==> src/rtl/dqs_pkg.sv <==
package dqs_pkg;

  // Action codes of an input word.
  localparam logic [2:0] ACT_TICK     = 3'd0;
  localparam logic [2:0] ACT_ADD      = 3'd1;
  localparam logic [2:0] ACT_DISPATCH = 3'd2;
  localparam logic [2:0] ACT_DELETE   = 3'd3;
  localparam logic [2:0] ACT_CLEAR    = 3'd4;

  // Status codes of a result word.
  localparam logic [1:0] ST_OK       = 2'd0;
  localparam logic [1:0] ST_FULL     = 2'd1;
  localparam logic [1:0] ST_NOT_FND  = 2'd2;
  localparam logic [1:0] ST_NONE_DUE = 2'd3;

  // Most result words one dispatch may return.
  localparam int unsigned MAX_RESULTS = 16;
  localparam int unsigned RES_W       = 5;
  localparam logic [7:0]  RUNS_MAX    = 8'd255;

  // One stored task, without its link.
  typedef struct packed {
    logic [7:0]  handle;
    logic [31:0] delta;
    logic [31:0] period;
    logic [31:0] ident;
    logic [7:0]  runs;
  } entry_t;

  typedef enum logic [3:0] {
    S_IDLE,
    S_DECODE,
    S_TICK_RD,
    S_TICK_WR,
    S_INS_RD,
    S_INS_CHK,
    S_INS_FIN,
    S_INS_LINK,
    S_DSP_RD,
    S_DSP_CHK,
    S_SUCC_RD,
    S_SUCC_WR,
    S_DEL_RD,
    S_DEL_CHK
  } state_t;

endpackage

==> src/rtl/dqs_mem.sv <==
module dqs_mem #(
  parameter int DEPTH = 16,
  parameter int IW    = 4,
  parameter int SW    = 5
) (
  input  logic           clk,
  input  logic           rd_en,
  input  logic [IW-1:0]  rd_addr,
  output dqs_pkg::entry_t rd_entry,
  output logic [SW-1:0]  rd_link,
  input  logic           ent_we,
  input  logic [IW-1:0]  ent_addr,
  input  dqs_pkg::entry_t ent_wdata,
  input  logic           lnk_we,
  input  logic [IW-1:0]  lnk_addr,
  input  logic [SW-1:0]  lnk_wdata
);
  import dqs_pkg::*;

  entry_t      ent_mem [DEPTH];
  logic [SW-1:0] lnk_mem [DEPTH];

  // Task record memory: one write and one registered read a cycle.
  always_ff @(posedge clk) begin
    if (ent_we) begin
      ent_mem[ent_addr] <= ent_wdata;
    end
    if (rd_en) begin
      rd_entry <= ent_mem[rd_addr];
    end
  end

  // Link memory, read at the same address as the records.
  always_ff @(posedge clk) begin
    if (lnk_we) begin
      lnk_mem[lnk_addr] <= lnk_wdata;
    end
    if (rd_en) begin
      rd_link <= lnk_mem[rd_addr];
    end
  end

endmodule

==> src/rtl/delta_queue_task_scheduler_core.sv <==
// A tick reads and rewrites the head entry before its result word; clear and other status-only
// words answer from the decode state. Add and delete walk the list one entry at a time.
// A dispatch reads each due task, folds its delta into any successor and walks each periodic re-insert.
// Throughput: one word at a time; busy stays high until the last result word is issued.
// Result words are strobed for one cycle each and the receiver cannot stall them.
// Synchronous reset empties the list and sets the next id to 1; the memories are not cleared.
module delta_queue_task_scheduler_core #(
  parameter int MAX_TASKS = 16
) (
  input  logic        clk,
  input  logic        rst,
  input  logic        start,
  output logic        busy,
  input  logic [2:0]  action,
  input  logic [7:0]  task_handle,
  input  logic [31:0] start_delay,
  input  logic [31:0] repeat_period,
  input  logic [31:0] target_id,
  output logic        strobe,
  output logic [1:0]  status,
  output logic        run_valid,
  output logic [7:0]  run_handle,
  output logic [31:0] issued_id,
  output logic        last_result
);
  import dqs_pkg::*;

  localparam int SW = $clog2(MAX_TASKS + 1);
  localparam int IW = $clog2(MAX_TASKS);
  localparam logic [SW-1:0] NIL = SW'(MAX_TASKS);

  state_t state, state_next;

  // Control and list registers.
  logic [MAX_TASKS-1:0] valid, valid_next;
  logic [SW-1:0]  head, head_next;
  logic [31:0]    next_ident, next_ident_next;
  logic [SW-1:0]  cur, cur_next, prev, prev_next, guard, guard_next;
  logic [RES_W-1:0] n_runs, n_runs_next;
  logic           pend_v, pend_v_next;
  logic           ins_ret, ins_ret_next;
  logic           succ_ret, succ_ret_next;

  // Payload registers.
  logic [2:0]     a_act;
  logic [7:0]     a_handle;
  logic [31:0]    a_delay, a_period, a_target;
  logic [31:0]    dval, dval_next;
  logic [IW-1:0]  ins_slot, ins_slot_next;
  logic [7:0]     ins_handle, ins_handle_next;
  logic [31:0]    ins_period, ins_period_next;
  logic [31:0]    ins_id, ins_id_next;
  logic [7:0]     pend_handle, pend_handle_next;
  logic [31:0]    pend_id, pend_id_next;
  logic [SW-1:0]  succ_slot, succ_slot_next;
  logic [31:0]    succ_add, succ_add_next;

  // Result register inputs.
  logic           strobe_next, run_valid_next, last_next;
  logic [1:0]     status_next;
  logic [7:0]     run_handle_next;
  logic [31:0]    issued_id_next;

  // Memory port.
  logic           rd_en;
  logic [IW-1:0]  rd_addr;
  entry_t         rd_entry;
  logic [SW-1:0]  rd_link;
  logic           ent_we, lnk_we;
  logic [IW-1:0]  ent_addr, lnk_addr;
  entry_t         ent_wdata;
  logic [SW-1:0]  lnk_wdata;

  // Helpers.
  logic           free_found;
  logic [IW-1:0]  free_idx;
  logic           head_ok, cur_ok, prev_ok, link_ok, walk_ok, res_room;
  logic [SW-1:0]  link_clip;
  logic [31:0]    tick_delta;
  logic [32:0]    succ_sum;

  dqs_mem #(.DEPTH(MAX_TASKS), .IW(IW), .SW(SW)) u_mem (
    .clk(clk), .rd_en(rd_en), .rd_addr(rd_addr), .rd_entry(rd_entry), .rd_link(rd_link),
    .ent_we(ent_we), .ent_addr(ent_addr), .ent_wdata(ent_wdata),
    .lnk_we(lnk_we), .lnk_addr(lnk_addr), .lnk_wdata(lnk_wdata)
  );

  // Lowest free slot.
  always_comb begin
    free_found = 1'b0;
    free_idx   = '0;
    for (int i = MAX_TASKS - 1; i >= 0; i--) begin
      if (!valid[i]) begin
        free_found = 1'b1;
        free_idx   = IW'(i);
      end
    end
  end

  assign head_ok    = head < NIL;
  assign cur_ok     = cur < NIL;
  assign prev_ok    = prev < NIL;
  assign link_ok    = rd_link < NIL;
  assign link_clip  = link_ok ? rd_link : NIL;
  assign walk_ok    = cur_ok && (guard < NIL);
  assign res_room   = n_runs < RES_W'(MAX_RESULTS);
  assign tick_delta = (rd_entry.delta != 32'd0) ? rd_entry.delta - 32'd1 : 32'd0;
  assign succ_sum   = {1'b0, rd_entry.delta} + {1'b0, succ_add};
  assign busy       = state != S_IDLE;

  // Next state.
  always_comb begin
    state_next = state;
    case (state)
      S_IDLE:    if (start) state_next = S_DECODE;
      S_DECODE: begin
        case (a_act)
          ACT_TICK:     state_next = head_ok ? S_TICK_RD : S_IDLE;
          ACT_ADD:      state_next = free_found ? S_INS_RD : S_IDLE;
          ACT_DISPATCH: state_next = S_DSP_RD;
          ACT_DELETE:   state_next = S_DEL_RD;
          default:      state_next = S_IDLE;
        endcase
      end
      S_TICK_RD: state_next = S_TICK_WR;
      S_TICK_WR: state_next = S_IDLE;
      S_INS_RD:  state_next = walk_ok ? S_INS_CHK : S_INS_FIN;
      S_INS_CHK: state_next = (dval >= rd_entry.delta) ? S_INS_RD : S_INS_FIN;
      S_INS_FIN: state_next = S_INS_LINK;
      S_INS_LINK: state_next = ins_ret ? S_DSP_RD : S_IDLE;
      S_DSP_RD:  state_next = (res_room && head_ok) ? S_DSP_CHK : S_IDLE;
      S_DSP_CHK: begin
        if (rd_entry.runs == 8'd0) begin
          state_next = S_IDLE;
        end else if (link_ok) begin
          state_next = S_SUCC_RD;
        end else begin
          state_next = (rd_entry.period != 32'd0) ? S_INS_RD : S_DSP_RD;
        end
      end
      S_SUCC_RD: state_next = S_SUCC_WR;
      S_SUCC_WR: begin
        if (!succ_ret) begin
          state_next = S_IDLE;
        end else begin
          state_next = (ins_period != 32'd0) ? S_INS_RD : S_DSP_RD;
        end
      end
      S_DEL_RD:  state_next = walk_ok ? S_DEL_CHK : S_IDLE;
      S_DEL_CHK: begin
        if (rd_entry.ident == a_target) begin
          state_next = link_ok ? S_SUCC_RD : S_IDLE;
        end else begin
          state_next = S_DEL_RD;
        end
      end
      default:   state_next = S_IDLE;
    endcase
  end

  // Datapath, memory controls and result words.
  always_comb begin
    valid_next       = valid;
    head_next        = head;
    next_ident_next  = next_ident;
    cur_next         = cur;
    prev_next        = prev;
    guard_next       = guard;
    n_runs_next      = n_runs;
    pend_v_next      = pend_v;
    ins_ret_next     = ins_ret;
    succ_ret_next    = succ_ret;
    dval_next        = dval;
    ins_slot_next    = ins_slot;
    ins_handle_next  = ins_handle;
    ins_period_next  = ins_period;
    ins_id_next      = ins_id;
    pend_handle_next = pend_handle;
    pend_id_next     = pend_id;
    succ_slot_next   = succ_slot;
    succ_add_next    = succ_add;
    strobe_next      = 1'b0;
    status_next      = ST_OK;
    run_valid_next   = 1'b0;
    run_handle_next  = '0;
    issued_id_next   = '0;
    last_next        = 1'b0;
    rd_en            = 1'b0;
    rd_addr          = cur[IW-1:0];
    ent_we           = 1'b0;
    ent_addr         = cur[IW-1:0];
    ent_wdata        = rd_entry;
    lnk_we           = 1'b0;
    lnk_addr         = prev[IW-1:0];
    lnk_wdata        = cur;
    case (state)
      S_DECODE: begin
        case (a_act)
          ACT_TICK: begin
            if (!head_ok) begin
              strobe_next = 1'b1;
              last_next   = 1'b1;
            end
          end
          ACT_ADD: begin
            if (!free_found) begin
              strobe_next = 1'b1;
              status_next = ST_FULL;
              last_next   = 1'b1;
            end else begin
              ins_slot_next   = free_idx;
              ins_handle_next = a_handle;
              ins_period_next = a_period;
              dval_next       = a_delay;
              ins_id_next     = next_ident;
              next_ident_next = next_ident + 32'd1;
              cur_next        = head;
              prev_next       = NIL;
              guard_next      = '0;
              ins_ret_next    = 1'b0;
            end
          end
          ACT_DISPATCH: begin
            n_runs_next = '0;
            pend_v_next = 1'b0;
          end
          ACT_DELETE: begin
            cur_next   = head;
            prev_next  = NIL;
            guard_next = '0;
          end
          ACT_CLEAR: begin
            valid_next      = '0;
            head_next       = NIL;
            next_ident_next = 32'd1;
            strobe_next     = 1'b1;
            last_next       = 1'b1;
          end
          default: begin
            strobe_next = 1'b1;
            last_next   = 1'b1;
          end
        endcase
      end
      S_TICK_RD: begin
        rd_en   = 1'b1;
        rd_addr = head[IW-1:0];
      end
      S_TICK_WR: begin
        ent_we          = 1'b1;
        ent_addr        = head[IW-1:0];
        ent_wdata.delta = tick_delta;
        if (tick_delta == 32'd0 && rd_entry.runs < RUNS_MAX) begin
          ent_wdata.runs = rd_entry.runs + 8'd1;
        end
        strobe_next = 1'b1;
        last_next   = 1'b1;
      end
      // Walk the list until the remaining delay falls below an entry's delta.
      S_INS_RD: begin
        rd_en = walk_ok;
      end
      S_INS_CHK: begin
        if (dval >= rd_entry.delta) begin
          dval_next  = dval - rd_entry.delta;
          prev_next  = cur;
          cur_next   = rd_link;
          guard_next = guard + SW'(1);
        end else begin
          ent_we          = 1'b1;
          ent_wdata.delta = rd_entry.delta - dval;
        end
      end
      S_INS_FIN: begin
        ent_we           = 1'b1;
        ent_addr         = ins_slot;
        ent_wdata.handle = ins_handle;
        ent_wdata.delta  = dval;
        ent_wdata.period = ins_period;
        ent_wdata.ident  = ins_id;
        ent_wdata.runs   = (dval == 32'd0) ? 8'd1 : 8'd0;
        lnk_we           = 1'b1;
        lnk_addr         = ins_slot;
        lnk_wdata        = cur_ok ? cur : NIL;
        valid_next[ins_slot] = 1'b1;
      end
      S_INS_LINK: begin
        if (prev_ok) begin
          lnk_we    = 1'b1;
          lnk_wdata = SW'(ins_slot);
        end else begin
          head_next = SW'(ins_slot);
        end
        if (ins_ret) begin
          pend_id_next = ins_id;
        end else begin
          strobe_next    = 1'b1;
          issued_id_next = ins_id;
          last_next      = 1'b1;
        end
      end
      // Dispatch: the previous task's word waits until the next head is known.
      S_DSP_RD: begin
        if (res_room && head_ok) begin
          rd_en   = 1'b1;
          rd_addr = head[IW-1:0];
        end else begin
          strobe_next     = 1'b1;
          last_next       = 1'b1;
          status_next     = pend_v ? ST_OK : ST_NONE_DUE;
          run_valid_next  = pend_v;
          run_handle_next = pend_v ? pend_handle : 8'd0;
          issued_id_next  = pend_v ? pend_id : 32'd0;
        end
      end
      S_DSP_CHK: begin
        strobe_next     = pend_v;
        run_valid_next  = pend_v;
        run_handle_next = pend_v ? pend_handle : 8'd0;
        issued_id_next  = pend_v ? pend_id : 32'd0;
        if (rd_entry.runs == 8'd0) begin
          strobe_next = 1'b1;
          last_next   = 1'b1;
          status_next = pend_v ? ST_OK : ST_NONE_DUE;
        end else begin
          pend_v_next      = 1'b1;
          pend_handle_next = rd_entry.handle;
          pend_id_next     = '0;
          n_runs_next      = n_runs + RES_W'(1);
          valid_next[head[IW-1:0]] = 1'b0;
          head_next        = link_clip;
          ins_slot_next    = head[IW-1:0];
          ins_handle_next  = rd_entry.handle;
          ins_period_next  = rd_entry.period;
          dval_next        = rd_entry.period;
          succ_slot_next   = link_clip;
          succ_add_next    = rd_entry.delta;
          succ_ret_next    = 1'b1;
          ins_ret_next     = 1'b1;
          ins_id_next      = next_ident;
          cur_next         = link_clip;
          prev_next        = NIL;
          guard_next       = '0;
          if (!link_ok && rd_entry.period != 32'd0) begin
            next_ident_next = next_ident + 32'd1;
          end
        end
      end
      S_SUCC_RD: begin
        rd_en   = 1'b1;
        rd_addr = succ_slot[IW-1:0];
      end
      // Fold a removed entry's delta into its successor, saturating.
      S_SUCC_WR: begin
        ent_we          = 1'b1;
        ent_addr        = succ_slot[IW-1:0];
        ent_wdata.delta = succ_sum[32] ? 32'hFFFF_FFFF : succ_sum[31:0];
        if (!succ_ret) begin
          strobe_next = 1'b1;
          last_next   = 1'b1;
        end else if (ins_period != 32'd0) begin
          ins_id_next     = next_ident;
          next_ident_next = next_ident + 32'd1;
          cur_next        = head;
        end
      end
      S_DEL_RD: begin
        rd_en = walk_ok;
        if (!walk_ok) begin
          strobe_next = 1'b1;
          status_next = ST_NOT_FND;
          last_next   = 1'b1;
        end
      end
      S_DEL_CHK: begin
        if (rd_entry.ident == a_target) begin
          if (prev_ok) begin
            lnk_we    = 1'b1;
            lnk_wdata = link_clip;
          end else begin
            head_next = link_clip;
          end
          valid_next[cur[IW-1:0]] = 1'b0;
          succ_slot_next = link_clip;
          succ_add_next  = rd_entry.delta;
          succ_ret_next  = 1'b0;
          if (!link_ok) begin
            strobe_next = 1'b1;
            last_next   = 1'b1;
          end
        end else begin
          prev_next  = cur;
          cur_next   = rd_link;
          guard_next = guard + SW'(1);
        end
      end
      default: begin
      end
    endcase
  end

  // Control registers.
  always_ff @(posedge clk) begin
    if (rst) begin
      state      <= S_IDLE;
      valid      <= '0;
      head       <= NIL;
      next_ident <= 32'd1;
      strobe     <= 1'b0;
    end else begin
      state      <= state_next;
      valid      <= valid_next;
      head       <= head_next;
      next_ident <= next_ident_next;
      strobe     <= strobe_next;
    end
  end

  // Walk registers and payload.
  always_ff @(posedge clk) begin
    if (state == S_IDLE && start) begin
      a_act    <= action;
      a_handle <= task_handle;
      a_delay  <= start_delay;
      a_period <= repeat_period;
      a_target <= target_id;
    end
    cur         <= cur_next;
    prev        <= prev_next;
    guard       <= guard_next;
    n_runs      <= n_runs_next;
    pend_v      <= pend_v_next;
    ins_ret     <= ins_ret_next;
    succ_ret    <= succ_ret_next;
    dval        <= dval_next;
    ins_slot    <= ins_slot_next;
    ins_handle  <= ins_handle_next;
    ins_period  <= ins_period_next;
    ins_id      <= ins_id_next;
    pend_handle <= pend_handle_next;
    pend_id     <= pend_id_next;
    succ_slot   <= succ_slot_next;
    succ_add    <= succ_add_next;
    status      <= status_next;
    run_valid   <= run_valid_next;
    run_handle  <= run_handle_next;
    issued_id   <= issued_id_next;
    last_result <= last_next;
  end

`ifndef NO_ASSERTIONS
  a_head_range: assert property (@(posedge clk) disable iff (rst) head <= NIL)
    else $error("head slot out of range");
  a_accept_busy: assert property (@(posedge clk) disable iff (rst) (start && !busy) |=> busy)
    else $error("accepted word did not make the block busy");
  a_run_ok: assert property (@(posedge clk) disable iff (rst)
    run_valid |-> (strobe && status == ST_OK))
    else $error("run word without ok status");
  a_full_real: assert property (@(posedge clk) disable iff (rst)
    (strobe && status == ST_FULL) |-> (&valid))
    else $error("table full reported with a free slot");
`endif

endmodule

==> config.mk <==
export PLATFORM = sky130hd
export DESIGN_NAME = delta_queue_task_scheduler_core
export DESIGN_NICKNAME = d
export VERILOG_FILES = /design/src/rtl/dqs_pkg.sv /design/src/rtl/dqs_mem.sv /design/src/rtl/delta_queue_task_scheduler_core.sv
export SDC_FILE = /design/constraint.sdc
export NUM_CORES = 2
export LEC_CHECK = 0
export BUFFER_PORTS_ARGS = -buffer_cell sky130_fd_sc_hd__clkbuf_2
export CAP_MARGIN = 20
export CORE_MARGIN = 2
export CORE_UTILIZATION = 25
export DETAILED_ROUTE_END_ITERATION = 8
export PLACE_DENSITY = 0.48
export SETUP_SLACK_MARGIN = 0.05
export SYNTH_ARGS = -nofsm -noshare
export SYNTH_HDL_FRONTEND = slang
export SYNTH_SLANG_ARGS = --single-unit
==> constraint.sdc <==
create_clock -name clk -period 13 [get_ports clk]
set_input_delay 1.95 -clock clk [delete_from_list [all_inputs] [get_ports clk]]
set_output_delay 1.95 -clock clk [all_outputs]
set_load 0.1 [all_outputs]
## Yosys cells after proc, flatten, opt, wreduce, memory -nomap -nowiden

Memories as Yosys holds them, arrays and structs flattened. A register that Yosys moved wholly into a read port is not among the register bits.
Cells that the tools add are included.

| storage, ports and cells | value |
|---|---|
| register bits | 416 |
| RAM bits | 1872 |
| input port bits | 110 |
| output and inout bits | 46 |
| word-level logic and storage cells | 331 |
| memories | 2 |

| operators by class | value |
|---|---|
| add/subtract/negate cells | 8 |
| magnitude comparators | 14 |
| equal/unequal tests | 36 |
| mux-type cells | 191 |
| bitwise logic cells | 6 |
| reduce and logical (&&, ||, !) cells | 43 |

Memories:

| memory | words | width | read ports | clocked after memory_dff | write ports | RTL line | RTL |
|---|---|---|---|---|---|---|---|
| u_mem.ent_mem | 16 | 112 | 1 | 1 | 1 | dqs_mem.sv:20 | `entry_t ent_mem [DEPTH];` |
| u_mem.lnk_mem | 16 | 5 | 1 | 1 | 1 | dqs_mem.sv:21 | `logic [SW-1:0] lnk_mem [DEPTH];` |

Operators with widths:

| kind | count |
|---|---|
| two-way mux 32 bit | 26 |
| case mux 32 bit (3 select lines) | 4 |
| case mux 32 bit (2 select lines) | 4 |
| two-way mux 4 bit | 33 |
| case mux 32 bit (4 select lines) | 1 |
| two-way mux 5 bit | 25 |
| nonzero test 32 bit | 3 |
| zero test 32 bit | 2 |
| two-way mux 64 bit | 1 |
| case mux 16 bit (4 select lines) | 1 |
| subtractor 32 bit | 2 |
| case mux 5 bit (4 select lines) | 3 |
| two-way mux 8 bit | 7 |
| case mux 4 bit (13 select lines) | 1 |
| two-way mux 16 bit | 3 |
| case mux 8 bit (2 select lines) | 3 |
| two-way mux 1 bit | 46 |
| case mux 5 bit (2 select lines) | 4 |
| adder 32 x 32 -> 33 bit | 1 |
| adder 32 x 1 -> 32 bit (second input constant) | 1 |
| AND 16 bit | 2 |
| equality test 32 bit | 1 |
| greater-or-equal comparator 32 bit | 1 |
| inverter 16 bit | 2 |
| 50 further kinds | 121 |

## Logic depth before layout (Yosys ltp)

| logic depth | value |
|---|---|
| word-level depth | 19 |
| mapped depth | 16 |
| mapped depth without buffers | 14 |

## Hierarchy

Synthesis repeated with hierarchy kept, for this count alone.

| second synthesis, totals | value |
|---|---|
| cell total of the unflattened synthesis | 5667 |
| area, all modules | 97995.2 um^2 |

Modules (own cells, without submodules):

| module | instances | cells an instance | area an instance (um^2) | sequential area each (um^2) |
|---|---|---|---|---|
| dqs_mem | 1 | 3013 | 73485.5 | 59727.3 |
| delta_queue_task_scheduler_core | 1 | 2654 | 24509.8 | 11471.0 |

## Worst setup path before layout

No wires, ideal clock.

| timing | value |
|---|---|
| path kind | flip-flop to flip-flop |
| start | register state[2] |
| end | register u_mem.rd_entry[0] (netlist name) |
| setup time | 754 ps |
| arrival time | 9134 ps |
| required time | 12246 ps |
| slack | 3112 ps |
| cell stages (with the launch flop) | 5 |
| buffers on the path | 1 |
| period minus slack after synthesis | 9888 ps |
| path through | dfxtp_1 -> clkbuf_1 -> nor2b_1 -> a21oi_1 -> o21ai_0 |

| on the way | value |
|---|---|
| longest elaborated chain between the ends | 3 |
| elaborated cells between the ends (all ways) | 9 |
| classes of those cells | eq/ne: 5; mux: 2; reduce/logical: 2 |

Ends and longest elaborated chain:

| element | RTL line | RTL |
|---|---|---|
| from (decl) | delta_queue_task_scheduler_core.sv:32 | `state_t state, state_next;` |
| from (signal assigned) | delta_queue_task_scheduler_core.sv:411 | `state <= state_next;` |
| equality test 4 bit (tied with other cells) | delta_queue_task_scheduler_core.sv:196 | `case (state)` |
| OR reduction 2 bit (no source line) | -- |  |
| case mux 1 bit (3 select lines) (*) | delta_queue_task_scheduler_core.sv:196 |  |
| net rd_en | delta_queue_task_scheduler_core.sv:65 | `logic rd_en;` |

The timed path passes the listed nets; every way through them passes the cells marked *.
A chain may end at the register's enable or synchronous reset.

## Final worst setup path

| timing | value |
|---|---|
| start | register dval[0] |
| end | memory u_mem.ent_mem[4][50] in the netlist's numbering, enable pin |

| on the way | value |
|---|---|
| longest elaborated chain between the ends | 5 |

Ends and longest elaborated chain:

| element | RTL line | RTL |
|---|---|---|
| from (decl) | delta_queue_task_scheduler_core.sv:48 | `logic [31:0] dval, dval_next;` |
| from (signal assigned) | delta_queue_task_scheduler_core.sv:435 | `dval <= dval_next;` |
| greater-or-equal comparator 32 bit | delta_queue_task_scheduler_core.sv:264 | `if (dval >= rd_entry.delta) begin` |
| two-way mux 1 bit | delta_queue_task_scheduler_core.sv:264 |  |
| case mux 1 bit (2 select lines) | delta_queue_task_scheduler_core.sv:196 |  |
| two-way mux 1 bit | dqs_mem.sv:25 | `if (ent_we) begin` |
| two-way mux 1 bit (not written as such) | dqs_mem.sv:26 | `ent_mem[ent_addr] <= ent_wdata;` |
| to (decl) | dqs_mem.sv:20 |  |

Every way passes these cells.

==> out/summary.txt <==
standard cell core area - 0.4035 sq mm
RR Startpoint - dval[0]
commonest non-fill, non-tap cell in the layout - sky130_fd_sc_hd__edfxtp_1
number of inserted filler cells in the final layout - 40720
launch point of the critical path - dval[0]
maximum operating frequency - 150.1 MHz
Port Buffers - 155
area share of xor/xnor cells in the synthesized design - 0.01468
fraction of layout instances using a drive strength above 1 - 0.09177
worst hold path stage count - 1
worst r2r dst - u_mem.ent_mem[4][50]
flops & latches, synth - 2405
Worst-Skew Late Latency - 0.90 ns
average size of a mapped cell - 13.05 sq um
hold path endpoint - run_handle[1]
register area share after synthesis - 0.7018
crit share post-route - 0.5124
netlist area before placement - 0.1015 sq mm
# IOs - 156
total net switching power - 4.225 mW
main combinational cell family by area after synthesis - compound AO/OA/AOI/OAI gates
maximum fanout encountered on the critical timing path - 42
adder-cell share of the synthesized area - 0.01317
worst vdd rail ir drop - 103.3 uV
clock tree buffer depth - 4
Flop pwr share - 0.495
Clock Root Buffer - sky130_fd_sc_hd__clkbuf_16
net total in the final layout - 8020
multiplexer share of the synthesized area - 0.0005180
area share of the leading cell type in the synthesized netlist - 0.6816
effective utilization at floorplan - 0.2515
count of vias placed by the detailed router - 65800
most area-consuming cells after synthesis - sky130_fd_sc_hd__edfxtp_1, sky130_fd_sc_hd__nand2_1, sky130_fd_sc_hd__a211oi_1, sky130_fd_sc_hd__and2_1, sky130_fd_sc_hd__a311oi_1
number of maximum-capacitance violations - 0
startpoint of the most critical hold path - pend_handle[1]
Switching Fraction - 0.2421
Cell Count Post-Placement - 12940
arrival time worst endpoint - 7.16 ns
critical path class - register to register
post-CTS resize count - 0
required arrival time at the worst endpoint - 13.50 ns
CTS Hold Buffers Added - 0
result of the run - complete, no violations
internal portion of total power - 13.23 mW
clock tree from TritonCTS - yes
Final Max Slew Viols - 0
number of cells produced by synthesis - 7776
flop-to-flop setup slack - 6.34 ns
final std cells w/o fill - 13420
commonest register cell after synthesis - sky130_fd_sc_hd__edfxtp_1
async set-or-reset flop fraction in the synthesized netlist - 0
end-of-flow core utilization - 0.2898
number of levels the H-tree was split into - 5
Unique masters post-synth - 77
die extent in y - 641.0 um
overall routing resource usage - 0.1487
clock power share - 0.424
RSZ-0062 raised after global routing - no
floorplan die width - 641.0 um
total nets after synthesis - 7991
number of violations reported at the end of detailed-routing iteration 0 - 6329
number of cells on the worst reg-to-reg path - 16
area enclosed by the die boundary - 0.4109 sq mm
total power of the final layout - 17.45 mW
global-route wire length before repair - 455000 um
setup TNS - 0 ns
post-route antenna net violation count - 0
# DRC - 0
vias in the first global route - 64060
Via-to-Cell Ratio - 4.904
worst clock skew - 0.07109 ns
commonest cells after routing, fill and taps aside - sky130_fd_sc_hd__edfxtp_1, sky130_fd_sc_hd__nand2_1, sky130_fd_sc_hd__a211oi_1, sky130_fd_sc_hd__and2_1, sky130_fd_sc_hd__a21oi_1
leakage power total - 37.44 nW
count of flip-flops with a built-in enable after synthesis - 2303
detailed-router iteration count before antenna repair - 7
endpoints failing hold - 0
final routed wire length divided by cell count - 23.61 um
synthesis-to-finish area growth - 15.26%
clock slew at the register clock pins of the worst setup and hold paths - 0.06 ns
kind of start point of the critical path - register
cell type with the largest total area after synthesis - sky130_fd_sc_hd__edfxtp_1
simple-gate share of the synthesized area - 0.1129
post-CTS setup buffer count - 0
global route overflow - 0
total number of clock tree sinks - 2405
count of synthesis-stage warnings from yosys - 0
worst min-delay path category - register to register
Routed WL - 316700 um
count of endpoints failing setup in the final report - 0
initial antenna violation count - 15
actual slew at the worst max-slew pin - 1.209 ns
final weighted congestion of routability-driven global placement - 0.8685
Crit. End Element - register
final critical-path required period - 6.661 ns
number of CTS-inserted buffers - 265
worst max-slew margin expressed relative to the limit - 0.1942
detailed placer's ending HPWL - 185000 um
compound-gate portion of the synthesized area - 0.1329
power density over cell area - 149.2 mW/mm^2
combinational group share of total power - 0.081
maximum number of pins on one net before global-route repair - 213
count of standard-cell rows - 233
## sequential cells by signal, indices dropped and copies added, names as in the netlist, 8 cells and up
signal	count
u_mem.ent_mem	1792
u_mem.rd_entry	112
u_mem.lnk_mem	80
a_delay	32
a_period	32
a_target	32
dval	32
ins_id	32
ins_period	32
issued_id	32
next_ident	32
pend_id	32
succ_add	32
valid	16
a_handle	8
ins_handle	8
pend_handle	8
run_handle	8
## power by group through the flow
stage,Clock [mW],Combinational (mW),Sequential (mW)
after detailed placement,0,1.41,8.81
after floorplan,0,0.934,8.77
final,7.40,1.41,8.65
after global placement,0,1.40,8.81
after global routing,7.85,1.54,8.65
after CTS,7.58,1.41,8.65
## cell type report
cell class / count / area (sq um) / share of cell area
inverter: 107 / 402.9 / 0.003445
clock buffer: 337 / 7082 / 0.06056
multi-input combinational: 4726 / 28130 / 0.2406
tap: 5405 / 6763 / 0.05783
antenna: 2 / 5.005 / 0.00004280
timing repair buffer: 300 / 2051 / 0.01754
clock inverter: 134 / 1309 / 0.01119
sequential: 2405 / 71200 / 0.6088
## layer usage
metal / vias up / share of wire / global-route usage
met5: - / 0 / 0
met4: 0 / 0.026 / 0.04009
met3: 420 / 0.055 / 0.01913
met2: 2068 / 0.48 / 0.2493
met1: 33740 / 0.44 / 0.2017
li1: 29570 / - / -
## per-stage QoR
stage / setup slack (ns) / hold slack [ns] / area (sq um)
2_1_floorplan: 3.112 / 0.4172 / 101500
3_3_place_gp: 6.283 / 0.4480 / 108500
3_5_place_dp: 6.376 / 0.4326 / 108500
4_1_cts: 6.330 / 0.4619 / 116900
5_1_grt: 5.983 / 0.4735 / 116900
6_report: 6.339 / 0.4561 / 116900
## synthesized netlist by cell type (48+ instances only)
library cell / number
sky130_fd_sc_hd__nand3_1: 66
sky130_fd_sc_hd__a21oi_1: 378
sky130_fd_sc_hd__and2_1: 516
sky130_fd_sc_hd__nor2_1: 192
sky130_fd_sc_hd__ha_1: 102
sky130_fd_sc_hd__dfxtp_1: 102
sky130_fd_sc_hd__inv_1: 107
sky130_fd_sc_hd__nor4_1: 48
sky130_fd_sc_hd__o21ai_0: 159
sky130_fd_sc_hd__clkbuf_1: 496
sky130_fd_sc_hd__nand2_1: 1446
sky130_fd_sc_hd__a311oi_1: 234
sky130_fd_sc_hd__a211oi_1: 623
sky130_fd_sc_hd__edfxtp_1: 2303
sky130_fd_sc_hd__a31oi_1: 260
sky130_fd_sc_hd__xnor2_1: 123
## worst max-delay path by stage
stage | depth (start not counted) | endpoint | slack (ns)
after floorplan | 4 | u_mem.rd_entry[0] | 3.11
after global placement | 16 | u_mem.ent_mem[4][57] | 6.28
after detailed placement | 16 | u_mem.ent_mem[4][57] | 6.38
after CTS | 16 | u_mem.ent_mem[4][50] | 6.33
after global routing | 16 | u_mem.ent_mem[4][50] | 5.98
final | 16 | u_mem.ent_mem[4][50] | 6.34
## critical path, stage by stage, from the launching register on
cell and delay [ns]:
sky130_fd_sc_hd__edfxtp_1 0.52, sky130_fd_sc_hd__inv_1 0.13, sky130_fd_sc_hd__ha_1 0.17, sky130_fd_sc_hd__inv_1 0.06, sky130_fd_sc_hd__fa_1 0.40, sky130_fd_sc_hd__nand3_1 0.12
sky130_fd_sc_hd__a21oi_1 0.13, sky130_fd_sc_hd__o31ai_1 0.63, sky130_fd_sc_hd__a21boi_0 0.33, sky130_fd_sc_hd__nor3_1 0.35, sky130_fd_sc_hd__or3_1 0.21, sky130_fd_sc_hd__nor2_1 0.10
sky130_fd_sc_hd__nor2_1 0.57, sky130_fd_sc_hd__nand3_1 0.51, sky130_fd_sc_hd__nor2_4 0.56, sky130_fd_sc_hd__buf_4 0.79, sky130_fd_sc_hd__buf_4 0.63
## cells by family after synthesis
| kind of cell | after synthesis |
|---|---|
| simple gates | 2496 |
| xor+xnor | 170 |
| flops | 2405 |
| compound gates | 1950 |
| mux | 5 |
| buf+inv | 645 |
| fa+ha+maj | 105 |
(Power assumes the default switching activity.)
